## config.mk

```make
export PLATFORM = sky130hd
export DESIGN_NAME = superfast_hash_stream_unit_flat
export DESIGN_NICKNAME = d
export VERILOG_FILES = /design/src/rtl/shfh_pkg.sv /design/src/rtl/shfh_if.sv /design/src/rtl/shfh_front.sv /design/src/rtl/shfh_fifo.sv /design/src/rtl/shfh_back.sv /design/src/rtl/shfh_aval.sv /design/src/rtl/superfast_hash_stream_unit.sv /design/src/flat_wrapper.sv
export SDC_FILE = /design/constraint.sdc
export NUM_CORES = 1
export LEC_CHECK = 0
export ABC_AREA = 1
export BUFFER_PORTS_ARGS = -buffer_cell sky130_fd_sc_hd__buf_2
export CAP_MARGIN = 20
export CORE_MARGIN = 8
export CORE_UTILIZATION = 40
export DETAILED_ROUTE_END_ITERATION = 16
export GPL_TIMING_DRIVEN = 0
export HOLD_SLACK_MARGIN = 0.02
export MAX_ROUTING_LAYER = met4
export PLACE_DENSITY = 0.55
export SYNTH_ARGS = -nofsm -noshare
export SYNTH_HDL_FRONTEND = slang
export SYNTH_SLANG_ARGS = --single-unit
```

## constraint.sdc

```tcl
create_clock -name clk -period 21 [get_ports clk]
set_input_delay 3.15 -clock clk [delete_from_list [all_inputs] [get_ports clk]]
set_output_delay 3.15 -clock clk [all_outputs]
set_load 0.02 [all_outputs]
```

## src/rtl/shfh_pkg.sv

```systemverilog
`timescale 1ns / 1ps
// ----------------------------------------------------------------------------
// shfh_pkg: shared types, constants and hash functions
// Command format between front and back, the queue sizing and the
// SuperFastHash round, tail and avalanche steps.
// ----------------------------------------------------------------------------
package shfh_pkg;

  // Command queue sizing
  localparam int FIFO_DEPTH = 4;
  localparam int FIFO_AW    = $clog2(FIFO_DEPTH);
  localparam int FIFO_CW    = FIFO_AW + 1;
  localparam logic [FIFO_CW-1:0] FIFO_FULL_CNT = FIFO_CW'(FIFO_DEPTH);

  // Work the back end applies to one beat
  typedef enum logic [2:0] {
    OP_NONE,
    OP_FULL,
    OP_TAIL1,
    OP_TAIL2,
    OP_TAIL3
  } op_t;

  typedef struct packed {
    logic        seed;
    logic [30:0] seed_len;
    logic [31:0] word;
    op_t         op;
    logic        last;
  } cmd_t;

  // Sign-extend one byte
  function automatic logic [31:0] sext8(input logic [7:0] b);
    return {{24{b[7]}}, b};
  endfunction

  // Two-halfword mixing round for a full word
  function automatic logic [31:0] full_round(input logic [31:0] h, input logic [31:0] w);
    logic [31:0] hh;
    logic [31:0] mix;
    hh  = h + {16'd0, w[15:0]};
    mix = {5'd0, w[31:16], 11'd0} ^ hh;
    hh  = (hh << 16) ^ mix;
    hh  = hh + (hh >> 11);
    return hh;
  endfunction

  // Leftover-byte rule for the last beat
  function automatic logic [31:0] tail_rule(input logic [31:0] h, input logic [31:0] w,
                                            input op_t op);
    logic [31:0] hh;
    logic [31:0] s;
    hh = h;
    s  = '0;
    case (op)
      OP_TAIL3: begin
        s  = sext8(w[23:16]);
        hh = h + {16'd0, w[15:0]};
        hh = hh ^ (hh << 16);
        hh = hh ^ (s << 18);
        hh = hh + (hh >> 11);
      end
      OP_TAIL2: begin
        hh = h + {16'd0, w[15:0]};
        hh = hh ^ (hh << 11);
        hh = hh + (hh >> 17);
      end
      OP_TAIL1: begin
        s  = sext8(w[7:0]);
        hh = h + s;
        hh = hh ^ (hh << 10);
        hh = hh + (hh >> 1);
      end
      default: hh = h;
    endcase
    return hh;
  endfunction

  // Avalanche, split in three pieces of one add each
  function automatic logic [31:0] aval_a(input logic [31:0] h);
    logic [31:0] hh;
    hh = h ^ (h << 3);
    hh = hh + (hh >> 5);
    return hh;
  endfunction

  function automatic logic [31:0] aval_b(input logic [31:0] h);
    logic [31:0] hh;
    hh = h ^ (h << 4);
    hh = hh + (hh >> 17);
    return hh;
  endfunction

  function automatic logic [31:0] aval_c(input logic [31:0] h);
    logic [31:0] hh;
    hh = h ^ (h << 25);
    hh = hh + (hh >> 6);
    return hh;
  endfunction

endpackage

```

## src/rtl/shfh_if.sv

```systemverilog
`timescale 1ns / 1ps
// ----------------------------------------------------------------------------
// shfh_if: stream channels of the hash unit
// Word input channel and hash result channel, valid/ready handshake.
// ----------------------------------------------------------------------------
interface shfh_in_if;
  logic        valid;
  logic        ready;
  logic        first_word;
  logic [30:0] total_length;
  logic [31:0] data_word;
  logic [2:0]  byte_count;
  logic        last_word;

  modport source (output valid, first_word, total_length, data_word, byte_count,
                  last_word, input ready);
  modport sink   (input valid, first_word, total_length, data_word, byte_count,
                  last_word, output ready);
endinterface

interface shfh_out_if;
  logic        valid;
  logic        ready;
  logic [31:0] hash_value;

  modport source (output valid, hash_value, input ready);
  modport sink   (input valid, hash_value, output ready);
endinterface

```

## src/rtl/shfh_front.sv

```systemverilog
`timescale 1ns / 1ps
// ----------------------------------------------------------------------------
// shfh_front: input beat classifier
// Tracks message framing, drops stray beats and turns each kept beat into
// a command for the back end.
// ----------------------------------------------------------------------------
module shfh_front
  import shfh_pkg::*;
(
  input  logic clk,
  input  logic rst_n,
  shfh_in_if.sink in_bus,
  input  logic fifo_full,
  output logic push,
  output cmd_t cmd
);

  logic in_msg_r;
  logic in_msg_nxt;
  logic accept;
  op_t  op;

  assign in_bus.ready = !fifo_full;
  assign accept       = in_bus.valid && in_bus.ready;

  // Classify the beat: full word, tail of 1..3 bytes, or nothing
  always_comb begin
    op = OP_NONE;
    if (in_bus.byte_count[2]) begin
      op = OP_FULL;
    end else if (in_bus.last_word) begin
      case (in_bus.byte_count[1:0])
        2'd3:    op = OP_TAIL3;
        2'd2:    op = OP_TAIL2;
        2'd1:    op = OP_TAIL1;
        default: op = OP_NONE;
      endcase
    end
  end

  // Keep only beats that open or belong to a message
  assign push         = accept && (in_bus.first_word || in_msg_r);
  assign cmd.seed     = in_bus.first_word;
  assign cmd.seed_len = in_bus.total_length;
  assign cmd.word     = in_bus.data_word;
  assign cmd.op       = op;
  assign cmd.last     = in_bus.last_word;

  // Advance message framing
  always_comb begin
    in_msg_nxt = in_msg_r;
    if (accept) begin
      if (in_bus.first_word) begin
        in_msg_nxt = !in_bus.last_word;
      end else if (in_bus.last_word) begin
        in_msg_nxt = 1'b0;
      end
    end
  end

  always_ff @(posedge clk) begin
    if (!rst_n) begin
      in_msg_r <= 1'b0;
    end else begin
      in_msg_r <= in_msg_nxt;
    end
  end

endmodule

```

## src/rtl/shfh_fifo.sv

```systemverilog
`timescale 1ns / 1ps
// ----------------------------------------------------------------------------
// shfh_fifo: command queue
// Small register queue that decouples the classifier from the hash core.
// ----------------------------------------------------------------------------
module shfh_fifo
  import shfh_pkg::*;
(
  input  logic clk,
  input  logic rst_n,
  input  logic push,
  input  cmd_t wr_cmd,
  input  logic pop,
  output cmd_t rd_cmd,
  output logic full,
  output logic empty
);

  cmd_t               mem_r [FIFO_DEPTH];
  logic [FIFO_AW-1:0] wr_ptr_r;
  logic [FIFO_AW-1:0] rd_ptr_r;
  logic [FIFO_CW-1:0] cnt_r;
  logic [FIFO_AW-1:0] wr_ptr_nxt;
  logic [FIFO_AW-1:0] rd_ptr_nxt;
  logic [FIFO_CW-1:0] cnt_nxt;
  logic               do_push;
  logic               do_pop;

  assign full    = (cnt_r == FIFO_FULL_CNT);
  assign empty   = (cnt_r == '0);
  assign do_push = push && !full;
  assign do_pop  = pop && !empty;
  assign rd_cmd  = mem_r[rd_ptr_r];

  // Advance pointers and fill count
  always_comb begin
    wr_ptr_nxt = do_push ? wr_ptr_r + 1'b1 : wr_ptr_r;
    rd_ptr_nxt = do_pop  ? rd_ptr_r + 1'b1 : rd_ptr_r;
    cnt_nxt    = cnt_r;
    if (do_push && !do_pop) begin
      cnt_nxt = cnt_r + 1'b1;
    end else if (do_pop && !do_push) begin
      cnt_nxt = cnt_r - 1'b1;
    end
  end

  always_ff @(posedge clk) begin
    if (!rst_n) begin
      wr_ptr_r <= '0;
      rd_ptr_r <= '0;
      cnt_r    <= '0;
    end else begin
      wr_ptr_r <= wr_ptr_nxt;
      rd_ptr_r <= rd_ptr_nxt;
      cnt_r    <= cnt_nxt;
    end
  end

  // Store the incoming command
  always_ff @(posedge clk) begin
    if (do_push) begin
      mem_r[wr_ptr_r] <= wr_cmd;
    end
  end

endmodule

```

## src/rtl/shfh_back.sv

```systemverilog
`timescale 1ns / 1ps
// ----------------------------------------------------------------------------
// shfh_back: hash core
// Pops one command per cycle if not stalled, runs the seed, mixing round or
// tail rule on the running hash, handing on a done message's pre-avalanche hash.
// ----------------------------------------------------------------------------
module shfh_back
  import shfh_pkg::*;
(
  input  logic        clk,
  input  logic        rst_n,
  input  cmd_t        cmd,
  input  logic        empty,
  input  logic        adv,
  output logic        pop,
  output logic        res_vld,
  output logic [31:0] res_hash
);

  logic [31:0] run_hash_r;
  logic [31:0] run_hash_nxt;
  logic        res_vld_r;
  logic        res_vld_nxt;
  logic [31:0] res_hash_r;
  logic [31:0] base;
  logic [31:0] hash_new;

  assign pop = adv && !empty;

  // Pick the seed or the running hash, then apply this beat's work
  always_comb begin
    base = cmd.seed ? {1'b0, cmd.seed_len} : run_hash_r;
    case (cmd.op)
      OP_FULL:  hash_new = full_round(base, cmd.word);
      OP_TAIL1,
      OP_TAIL2,
      OP_TAIL3: hash_new = tail_rule(base, cmd.word, cmd.op);
      default:  hash_new = base;
    endcase
  end

  // Clear the running hash at end of message, else carry it
  always_comb begin
    run_hash_nxt = run_hash_r;
    res_vld_nxt  = res_vld_r;
    if (adv) begin
      res_vld_nxt = pop && cmd.last;
      if (pop) begin
        run_hash_nxt = cmd.last ? '0 : hash_new;
      end
    end
  end

  always_ff @(posedge clk) begin
    if (!rst_n) begin
      run_hash_r <= '0;
      res_vld_r  <= 1'b0;
    end else begin
      run_hash_r <= run_hash_nxt;
      res_vld_r  <= res_vld_nxt;
    end
  end

  // Hold the finished hash for the avalanche pipe
  always_ff @(posedge clk) begin
    if (adv) begin
      res_hash_r <= hash_new;
    end
  end

  assign res_vld  = res_vld_r;
  assign res_hash = res_hash_r;

endmodule

```

## src/rtl/shfh_aval.sv

```systemverilog
`timescale 1ns / 1ps
// ----------------------------------------------------------------------------
// shfh_aval: avalanche pipeline
// Three stages of the final avalanche, the last one being the output
// register of the result channel. The whole pipe stalls as one.
// ----------------------------------------------------------------------------
module shfh_aval
  import shfh_pkg::*;
(
  input  logic        clk,
  input  logic        rst_n,
  input  logic        in_vld,
  input  logic [31:0] in_hash,
  output logic        adv,
  shfh_out_if.source  out_bus
);

  logic        a_vld_r;
  logic        b_vld_r;
  logic        o_vld_r;
  logic [31:0] a_r;
  logic [31:0] b_r;
  logic [31:0] o_r;

  // Advance unless a finished beat waits on the result side
  assign adv = !o_vld_r || out_bus.ready;

  always_ff @(posedge clk) begin
    if (!rst_n) begin
      a_vld_r <= 1'b0;
      b_vld_r <= 1'b0;
      o_vld_r <= 1'b0;
    end else if (adv) begin
      a_vld_r <= in_vld;
      b_vld_r <= a_vld_r;
      o_vld_r <= b_vld_r;
    end
  end

  always_ff @(posedge clk) begin
    if (adv) begin
      a_r <= aval_a(in_hash);
      b_r <= aval_b(a_r);
      o_r <= aval_c(b_r);
    end
  end

  assign out_bus.valid      = o_vld_r;
  assign out_bus.hash_value = o_r;

endmodule

```

## src/rtl/superfast_hash_stream_unit.sv

```systemverilog
`timescale 1ns / 1ps
// Path: a last beat's hash passes through the command queue, the hash core
// register, two avalanche stages and the output register.
// Throughput: one beat per cycle if the queue has room; the core's running-hash
// loop does one word round per cycle; the queue takes beats while results wait.
// Reset: synchronous, active low; clears the queue, framing, running hash and
// all valid flags.
// ----------------------------------------------------------------------------
// superfast_hash_stream_unit: streaming 32-bit SuperFastHash
// Hashes a byte message delivered as little-endian 32-bit word beats and
// emits one hash per message.
// ----------------------------------------------------------------------------
module superfast_hash_stream_unit
  import shfh_pkg::*;
(
  input  logic       clk,
  input  logic       rst_n,
  shfh_in_if.sink    in_bus,
  shfh_out_if.source out_bus
);

  cmd_t        wr_cmd;
  cmd_t        rd_cmd;
  logic        push;
  logic        pop;
  logic        full;
  logic        empty;
  logic        adv;
  logic        res_vld;
  logic [31:0] res_hash;

  shfh_front u_front (
    .clk       (clk),
    .rst_n     (rst_n),
    .in_bus    (in_bus),
    .fifo_full (full),
    .push      (push),
    .cmd       (wr_cmd)
  );

  shfh_fifo u_fifo (
    .clk    (clk),
    .rst_n  (rst_n),
    .push   (push),
    .wr_cmd (wr_cmd),
    .pop    (pop),
    .rd_cmd (rd_cmd),
    .full   (full),
    .empty  (empty)
  );

  shfh_back u_back (
    .clk      (clk),
    .rst_n    (rst_n),
    .cmd      (rd_cmd),
    .empty    (empty),
    .adv      (adv),
    .pop      (pop),
    .res_vld  (res_vld),
    .res_hash (res_hash)
  );

  shfh_aval u_aval (
    .clk     (clk),
    .rst_n   (rst_n),
    .in_vld  (res_vld),
    .in_hash (res_hash),
    .adv     (adv),
    .out_bus (out_bus)
  );

endmodule

```

## src/flat_wrapper.sv

```systemverilog
// flat-port wrapper written by rule: the top's interface ports become plain ports
module superfast_hash_stream_unit_flat import shfh_pkg::*;
  (clk, rst_n, in_bus_valid, in_bus_first_word, in_bus_total_length, in_bus_data_word, in_bus_byte_count, in_bus_last_word, in_bus_ready, out_bus_valid, out_bus_hash_value, out_bus_ready);
  shfh_in_if in_bus_i ();
  shfh_out_if out_bus_i ();
  input  logic clk;
  input  logic rst_n;
  input wire logic [$bits(in_bus_i.valid)-1:0] in_bus_valid;
  input wire logic [$bits(in_bus_i.first_word)-1:0] in_bus_first_word;
  input wire logic [$bits(in_bus_i.total_length)-1:0] in_bus_total_length;
  input wire logic [$bits(in_bus_i.data_word)-1:0] in_bus_data_word;
  input wire logic [$bits(in_bus_i.byte_count)-1:0] in_bus_byte_count;
  input wire logic [$bits(in_bus_i.last_word)-1:0] in_bus_last_word;
  output wire logic [$bits(in_bus_i.ready)-1:0] in_bus_ready;
  output wire logic [$bits(out_bus_i.valid)-1:0] out_bus_valid;
  output wire logic [$bits(out_bus_i.hash_value)-1:0] out_bus_hash_value;
  input wire logic [$bits(out_bus_i.ready)-1:0] out_bus_ready;
  assign in_bus_i.valid = in_bus_valid;
  assign in_bus_i.first_word = in_bus_first_word;
  assign in_bus_i.total_length = in_bus_total_length;
  assign in_bus_i.data_word = in_bus_data_word;
  assign in_bus_i.byte_count = in_bus_byte_count;
  assign in_bus_i.last_word = in_bus_last_word;
  assign in_bus_ready = in_bus_i.ready;
  assign out_bus_valid = out_bus_i.valid;
  assign out_bus_hash_value = out_bus_i.hash_value;
  assign out_bus_i.ready = out_bus_ready;
  superfast_hash_stream_unit u_core (.clk(clk), .rst_n(rst_n), .in_bus(in_bus_i), .out_bus(out_bus_i));
endmodule
```

## Word-level counts from Yosys, hierarchy flattened

Memories as Yosys holds them, arrays and structs flattened. A register that Yosys moved wholly into a read port is not among the register bits.
Cells that the tools add are included.

- Multiplexer cells: 15
- Bitwise operators: 9
- Equal/unequal tests: 8
- Reductions and logical operators: 22
- $add $sub $neg: 13

Operators with widths:

| kind | number |
|---|---|
| $xor 32x32->32 | 8 |
| $pmux 32 s3 | 1 |
| $add 32x15->32 | 2 |
| $add 32x21->32 | 2 |
| $mux 32 | 2 |
| $pmux 32 s2 | 1 |
| $add 32x16->32 | 1 |
| $add 32x26->32 | 1 |
| $add 32x27->32 | 1 |
| $add 32x31->32 | 1 |
| $add 32x32->32 | 1 |
| $xor 27x32->32 | 1 |
| $mux 3 | 4 |
| $pmux 3 s3 | 1 |
| $logic_and 1x1->1 | 8 |
| $eq 3x2->1 const B | 2 |
| $eq 3x3->1 const B | 2 |
| $logic_not 1->1 | 6 |
| $add 2x1->2 const B | 2 |
| $eq 2x2->1 const B | 2 |
| $mux 1 | 4 |
| $mux 2 | 2 |
| $reduce_and 2->1 | 2 |
| $reduce_bool 2->1 | 2 |
| other kinds (7) | 8 |

- Memories: 1
- Memory bits (writable): 272
- Logic and storage cells: 81
- Register bits: 172
- Bits of input ports: 72
- Output and inout bits: 34

Memories:

| memory | depth | bits a word | read ports | clocked after memory_dff | wr ports | line | RTL |
|---|---|---|---|---|---|---|---|
| u_core.u_fifo.mem_r | 4 | 68 | 1 | 1 | 1 | shfh_fifo.sv:19 | `cmd_t mem_r [FIFO_DEPTH];` |

## Logic depth before layout (Yosys ltp)

Gate-level depths: netlist of run 1.

- Depth in word-level cells: 9
- Mapped depth: 49
- Depth with buffers taken out: 44

## Modules after synthesis

A second synthesis of run 1 with hierarchy kept.

- Cells, all modules: 4,241
- Area, all modules: 33,437.1 sq um

By module, submodules not included:

| module | cells an instance | area an instance (sq um) | times used | seq. area each (sq um) |
|---|---|---|---|---|
| shfh_back | 2,243 | 13,282.7 | 1 | 1,621.6 |
| shfh_fifo | 727 | 10,547.6 | 1 | 8,348.0 |
| shfh_aval | 1,188 | 8,998.6 | 1 | 2,942.8 |
| shfh_front | 83 | 608.1 | 1 | 20.0 |

## Worst setup path before layout of run 1

OpenSTA, ideal clock, no wires.

- Path type: flip-flop to flip-flop
- Start point: register (tool-made name)
- End point: register u_core.u_back.res_hash_r[26], in the netlist u_core.u_back.res_hash[26] (data pin)
- Slack: 14,029 ps
- Period minus slack after synthesis: 6,971 ps
- Stages on the path, launching flop included: 43
- Data required time: 20,736 ps
- Setup time: 264 ps
- Path buffers: 10
- Arrival: 6,707 ps
- Path through: dfxtp_1 -> buf_4 -> buf_6 -> buf_4 -> buf_4 -> buf_4 -> buf_2 -> clkbuf_1 -> buf_2 -> clkbuf_1 -> clkbuf_1 -> o21ai_0 -> o22ai_1 -> ha_1 -> inv_1 -> fa_1 -> inv_1 -> nand2_1 -> (+7 left out) -> xor2_1 -> inv_1 -> ha_1 -> nand3_1 -> nand2_1 -> nand2_1 -> o211ai_1 -> inv_1 -> o21a_1 -> o21ai_0 -> a21oi_1 -> nand3b_1 -> nor2_1 -> nand3_1 -> nand2_1 -> nor2_1 -> nor3_1 -> nand2_1

RTL lines:

| what | line | RTL |
|---|---|---|
| end signal, assigned | shfh_back.sv:67 | `res_hash_r <= hash_new;` |
| end, declared | shfh_back.sv:24 | `logic [31:0] res_hash_r;` |

==> results of run 1 <==
## cells in the mapped netlist (31+ instances only)
| cell | number | area [um^2] |
|---|---|---|
| nand3_1 | 229 | 1146 |
| xnor2_1 | 73 | 639.4 |
| xor2_1 | 180 | 1577 |
| a21oi_1 | 302 | 1511 |
| clkbuf_1 | 35 | 131.4 |
| inv_1 | 375 | 1408 |
| ha_1 | 187 | 2340 |
| nand2_1 | 812 | 3048 |
| nand4_1 | 47 | 294.0 |
| nand2_2 | 38 | 237.7 |
| edfxtp_1 | 400 | 12010 |
| o21ai_0 | 209 | 1046 |
| dfxtp_1 | 46 | 920.9 |
| a31oi_1 | 31 | 193.9 |
| nor2_1 | 325 | 1220 |
## critical path, delay by kind of cell (launching register included)
kind	cells	cell delay [ns]
buffers and inverters	14	3.43
AND/OR/NAND/NOR	17	2.64
AO/OA/AOI/OAI	6	1.41
adder cells (fa/ha/maj)	3	1.17
XOR/XNOR	2	0.90
flip-flops	1	0.43
## registers in the layout, summed over array words and instances, names as in the netlist, named ones only
register / cells
u_core.u_fifo.mem_r: 272
u_core.u_aval.a_r: 32
u_core.u_aval.b_r: 32
u_core.u_aval.out_bus.hash_value: 32
u_core.u_back.res_hash: 32
u_core.u_back.run_hash_r: 32
u_core.u_fifo.cnt_r: 3
u_core.u_fifo.rd_ptr_r: 2
u_core.u_fifo.wr_ptr_r: 2
u_core.u_aval.a_vld_r: 1
u_core.u_aval.b_vld_r: 1
u_core.u_aval.out_bus.valid: 1
u_core.u_back.res_vld: 1
u_core.u_front.in_msg_r: 1
## layer usage
layer	part of all wire	global-route usage
met1	0.43	0.2966
met2	0.48	0.3923
met3	0.053	0.02499
met4	0.035	0.07775
met5	0	-
## cells in the final DEF, fill, tap and decap left out, types with 16 or more instances in the layout
cell and instances:
a31oi_1 31, or2_2 30, a21oi_1 302, o21bai_1 16
o22ai_1 30, o211ai_1 17, dfxtp_1 46, o21ai_0 209
nor2_1 321, clkbuf_16 52, xnor2_1 72, nand2_2 38
nand3_1 229, clkbuf_1 42, xor2_1 180, inv_1 374
ha_1 187, nor3_1 22, edfxtp_1 400, nand2_1 812
nand4_1 47, buf_2 128
## kinds of logic (layout without fill, tap and decap cells)
logic type | count (synthesis) | count (layout) | share of synthesized area
other | 0 | 1 | 0
XOR/XNOR | 262 | 262 | 0.07833
flip-flops | 446 | 446 | 0.4268
adder cells (fa/ha/maj) | 196 | 196 | 0.08316
AO/OA/AOI/OAI | 696 | 696 | 0.1293
buffers and inverters | 470 | 681 | 0.06223
AND/OR/NAND/NOR | 1555 | 1555 | 0.2202
## how the worst max path moves through the flow
stage                                    to  slack [ns]  depth (start not counted)
3_5_place_dp     u_core.u_back.res_hash[26]       10.77                         42
6_report         u_core.u_back.res_hash[26]       10.69                         42
2_1_floorplan    u_core.u_back.res_hash[26]       14.03                         42
5_1_grt        u_core.u_back.run_hash_r[26]       10.04                         44
4_1_cts          u_core.u_back.res_hash[26]       10.71                         42
3_3_place_gp     u_core.u_back.res_hash[16]       10.68                         38
## through the flow
step	utilization	cells
floorplan	-	3625
global placement	0.4247	4707
detailed placement	0.4286	4722
CTS	0.4493	4814
global route	0.4493	4815
finish	0.4493	4815
## layout make-up
cell class | instances | area (um^2)
Antenna cell | 1 | 2.502
Buffer | 79 | 417.9
Clock buffer | 59 | 1328
Clock inverter | 33 | 230.2
Fill cell | 7511 | 41540
Inverter | 391 | 1473
Multi-Input combinational cell | 2709 | 15520
Sequential cell | 446 | 12930
Tap cell | 978 | 1224
Timing Repair Buffer | 119 | 772.0
==> flow_metrics.tcl, run 1 <==
set metrics [dict create \
    status "finished, final reports clean" \
    cts_tree "built" \
    port_buffers 104 \
    synth-edff-count 400 \
    critPathCaptureType "flip-flop" \
    hp-class "flip-flop to flip-flop" \
    synth_area_mm2 0.03030 \
    root_buffer "clkbuf_16" \
    ys_async_sr_fraction 0 \
    overflow 0 \
    ant_nets 0 \
    cts_sinks 446 \
    dr.pass1.iters 6 \
    grt_max_degree 107 \
    cap_viol_max_count 0 \
    first_global_vias 24287 \
    antenna_found_initial 1 \
    fin_area_mm2 0.03390 \
    floorplan.rows 101 \
    hp-start "u_core.u_aval.b_vld_r" \
    reg2regPathDepth 42 \
    rsz0062_at_grt "no" \
    io_pins 106 \
    syn_to_final_growth_pct 11.88 \
    grt_pass1_wl_um 148600 \
    hpwl_um 81250 \
    num_vias 25612 \
    routed_wl_um 100500 \
    yosysWarnings 0 \
    drtIter0Drc 1983 \
    synth_fp_nets 3893 \
    place.gp.congestion 0.9860 \
    r2r_slack_ns 10.69 \
    r2r-end "u_core.u_back.res_hash[26]" \
    hold_depth 2 \
    finalHoldViolCount 0 \
    ys.flop_type "edfxtp_1" \
    whs_ns 0.4534 \
    drv_slew 0 \
    die_h_um 291.2 \
    synth_cell_type_count 67 \
    insertion_delay_ns 0.60 \
    cts_setup_buffers 0 \
    die-area_mm2 0.08481 \
    placed_area_mm2 0.03234 \
    cpMaxStageDelayCell "fa_1" \
    setup_viol 0 \
    fin_worst_skew_ns 0.02378 \
    syn_inst 3625 \
    hold_end "u_core.u_aval.b_vld_r" \
    cts_buffers 51 \
    crit_fanout 10 \
    avgRoutedWirePerCell_um 20.88 \
    fin_crit_sh 0.4907 \
    clockBufferDepth 3 \
    setup_ws_ns 10.69 \
    core_mm2 0.07544 \
    worstPathArrival_ns 10.61 \
    path_clk_slew_ns 0.06 \
    criticalPathCategory "flip-flop to flip-flop" \
    via_per_inst 5.319 \
    relSlewSlack 0.1692 \
    ys_ff_latch 446 \
    nNetsFinal 4065 \
    h-tree-depth 2 \
    tns_ns 0 \
    dp_worst_setup_slack_ns 10.77 \
    die_width_um 291.2 \
    avgSynthCellArea_um2 8.359 \
    start_util 0.4016 \
    hold_buffers 0 \
    cpPeakStageDelay_ns 0.49 \
    finalCriticalPeriod_ns 10.31 \
    max_slew.worst_pin.slew_ns 1.242 \
    grtUsageTotal 0.2345 \
    required_ns 21.31 \
    yosysSeqAreaShare 0.4268 \
    drive_above_1_share 0.09489 \
    crit_top_cell "nand2_1" \
    cts_resized 0 \
    fmax_mhz 97.04 \
    drc 0 \
    critPathLaunchType "flip-flop" \
]
Power of run 1 is left out: the tool's default activity adds up to more than one toggle a clock period on the data nets, which glitch-free logic cannot reach.
==> inputs of run 2 (changes only) <==
--- a/config.mk
+++ b/config.mk
@@ -14,7 +14,7 @@
 export GPL_TIMING_DRIVEN = 0
 export HOLD_SLACK_MARGIN = 0.02
 export MAX_ROUTING_LAYER = met4
-export PLACE_DENSITY = 0.55
+export PLACE_DENSITY = 0.58
 export SYNTH_ARGS = -nofsm -noshare
 export SYNTH_HDL_FRONTEND = slang
 export SYNTH_SLANG_ARGS = --single-unit
==> constraint.sdc (replaced) <==
create_clock -name clk -period 8.59 [get_ports clk]
set_input_delay 1.2885 -clock clk [delete_from_list [all_inputs] [get_ports clk]]
set_output_delay 1.2885 -clock clk [all_outputs]
set_load 0.02 [all_outputs]
==> flow_metrics.tcl, run 2 (synthesis gave the netlist of run 1 again) <==
set metrics [dict create \
    die_h_um 291.2 \
    die_width_um 291.2 \
    cts_buffers 50 \
    first_global_vias 24381 \
    ant_nets 0 \
    worstPathArrival_ns 8.35 \
    multiInputGateArea_mm2 0.01570 \
    crit_fanout 37 \
    finalCriticalPeriod_ns 8.047 \
    place.gp.congestion 1.034 \
    fmax_mhz 124.3 \
    grt_pass1_wl_um 150100 \
    final_common_cell "nand2_1" \
    rsz0062_at_grt "no" \
    hold_buffers 0 \
    hp-class "flip-flop to flip-flop" \
    largest_reg_flops 272 \
    routed_wl_um 100700 \
    max_slew.worst_pin.slew_ns 0.9921 \
    relSlewSlack 0.3335 \
    required_ns 8.90 \
    drive_above_1_share 0.1003 \
    cap_viol_max_count 0 \
    setup_viol 0 \
    path_clk_slew_ns 0.06 \
    mostFrequentLayoutCells "809 x nand2_1, 400 x edfxtp_1, 374 x inv_1" \
    fillers 7421 \
    grt_max_degree 98 \
    finalHoldViolCount 0 \
    hpwl_um 80940 \
    root_buffer "clkbuf_16" \
    syn_to_final_growth_pct 12.45 \
    dr.pass1.iters 5 \
    grtUsageTotal 0.2361 \
    core_mm2 0.07544 \
    reg2regPathDepth 39 \
    critPathCaptureType "flip-flop" \
    hold_depth 2 \
    num_vias 25804 \
    setup_ws_ns 0.5433 \
    nNetsFinal 4057 \
    h-tree-depth 2 \
    criticalPathCategory "flip-flop to flip-flop" \
    drtIter0Drc 2211 \
    port_buffers 104 \
    crit_top_cell "nand2_1" \
    antenna_found_initial 2 \
    cts_sinks 446 \
    clockBufferDepth 3 \
    registers.top_by_ff_count "u_core.u_fifo.mem_r" \
    fin_crit_sh 0.9368 \
    floorplan.rows 101 \
    cpPeakStageDelay_ns 0.50 \
    overflow 0 \
    start_util 0.4016 \
    status "finished, final reports clean" \
    via_per_inst 5.368 \
    io_pins 106 \
    dp_worst_setup_slack_ns -1.597 \
    drc 0 \
    r2r_slack_ns 0.54 \
    register_area_mm2 0.01293 \
    insertion_delay_ns 0.61 \
    cpMaxStageDelayCell "ha_1" \
    drv_slew 0 \
    avgRoutedWirePerCell_um 20.95 \
    cts_tree "built" \
    critPathLaunchType "flip-flop" \
    fin_worst_skew_ns 0.03566 \
    die-area_mm2 0.08481 \
]
-- run 2: per-layer routing --
layer	wire length, um	track usage	vias up
met1	42820	0.2923	12077
met5	0	-	-
met2	48120	0.3948	808
li1	-	-	12709
met4	4343	0.08929	0
met3	5427	0.02872	210
-- run 2: repair_timing --
item	in CTS	in global routing
gates resized for setup	40	22
pin swaps	2	1
endpoints found under the setup margin	52	40
setup buffers	3	0
-- run 2: per-stage QoR --
step           instances  area, um^2    util  setup TNS, ns  hold slack (ns)
5_1_grt             4807       34070  0.4516              0           0.4910
4_1_cts             4811       34050  0.4513              0           0.4613
3_3_place_gp        4707       32040  0.4247         -57.78           0.4462
2_1_floorplan       3625       30300       -              0           0.4298
6_report            4807       34070  0.4516              0           0.4523
3_5_place_dp        4721       32320  0.4284         -52.21           0.4516
-- run 2: worst max-delay path: cells and delay by family (launching register included) --
kind / cells / cell delay [ns]
xor+xnor: 1 / 0.26
compound gates: 7 / 1.23
fa+ha+maj: 3 / 1.22
flops: 1 / 0.35
simple gates: 16 / 2.43
buf+inv: 12 / 2.21
-- run 2: area by class of cell --
cell class,instances,area share
Multi-Input combinational cell,2709,0.4606
Buffer,70,0.01230
Timing Repair Buffer,121,0.02277
Sequential cell,446,0.3796
Antenna cell,2,0.0001469
Inverter,391,0.04322
Clock inverter,14,0.004407
Clock buffer,76,0.04105
Tap cell,978,0.03591
-- run 2: path summary, 6_finish.rpt --
kind	startpoint	end
worst max register to register	flip-flop	u_core.u_back.res_hash[26]
worst min-delay path	u_core.u_aval.b_vld_r	u_core.u_aval.b_vld_r
worst min register to register	u_core.u_aval.b_vld_r	u_core.u_aval.b_vld_r
worst max-delay path	flip-flop	u_core.u_back.res_hash[26]
Power of run 2 is left out for the same reason.
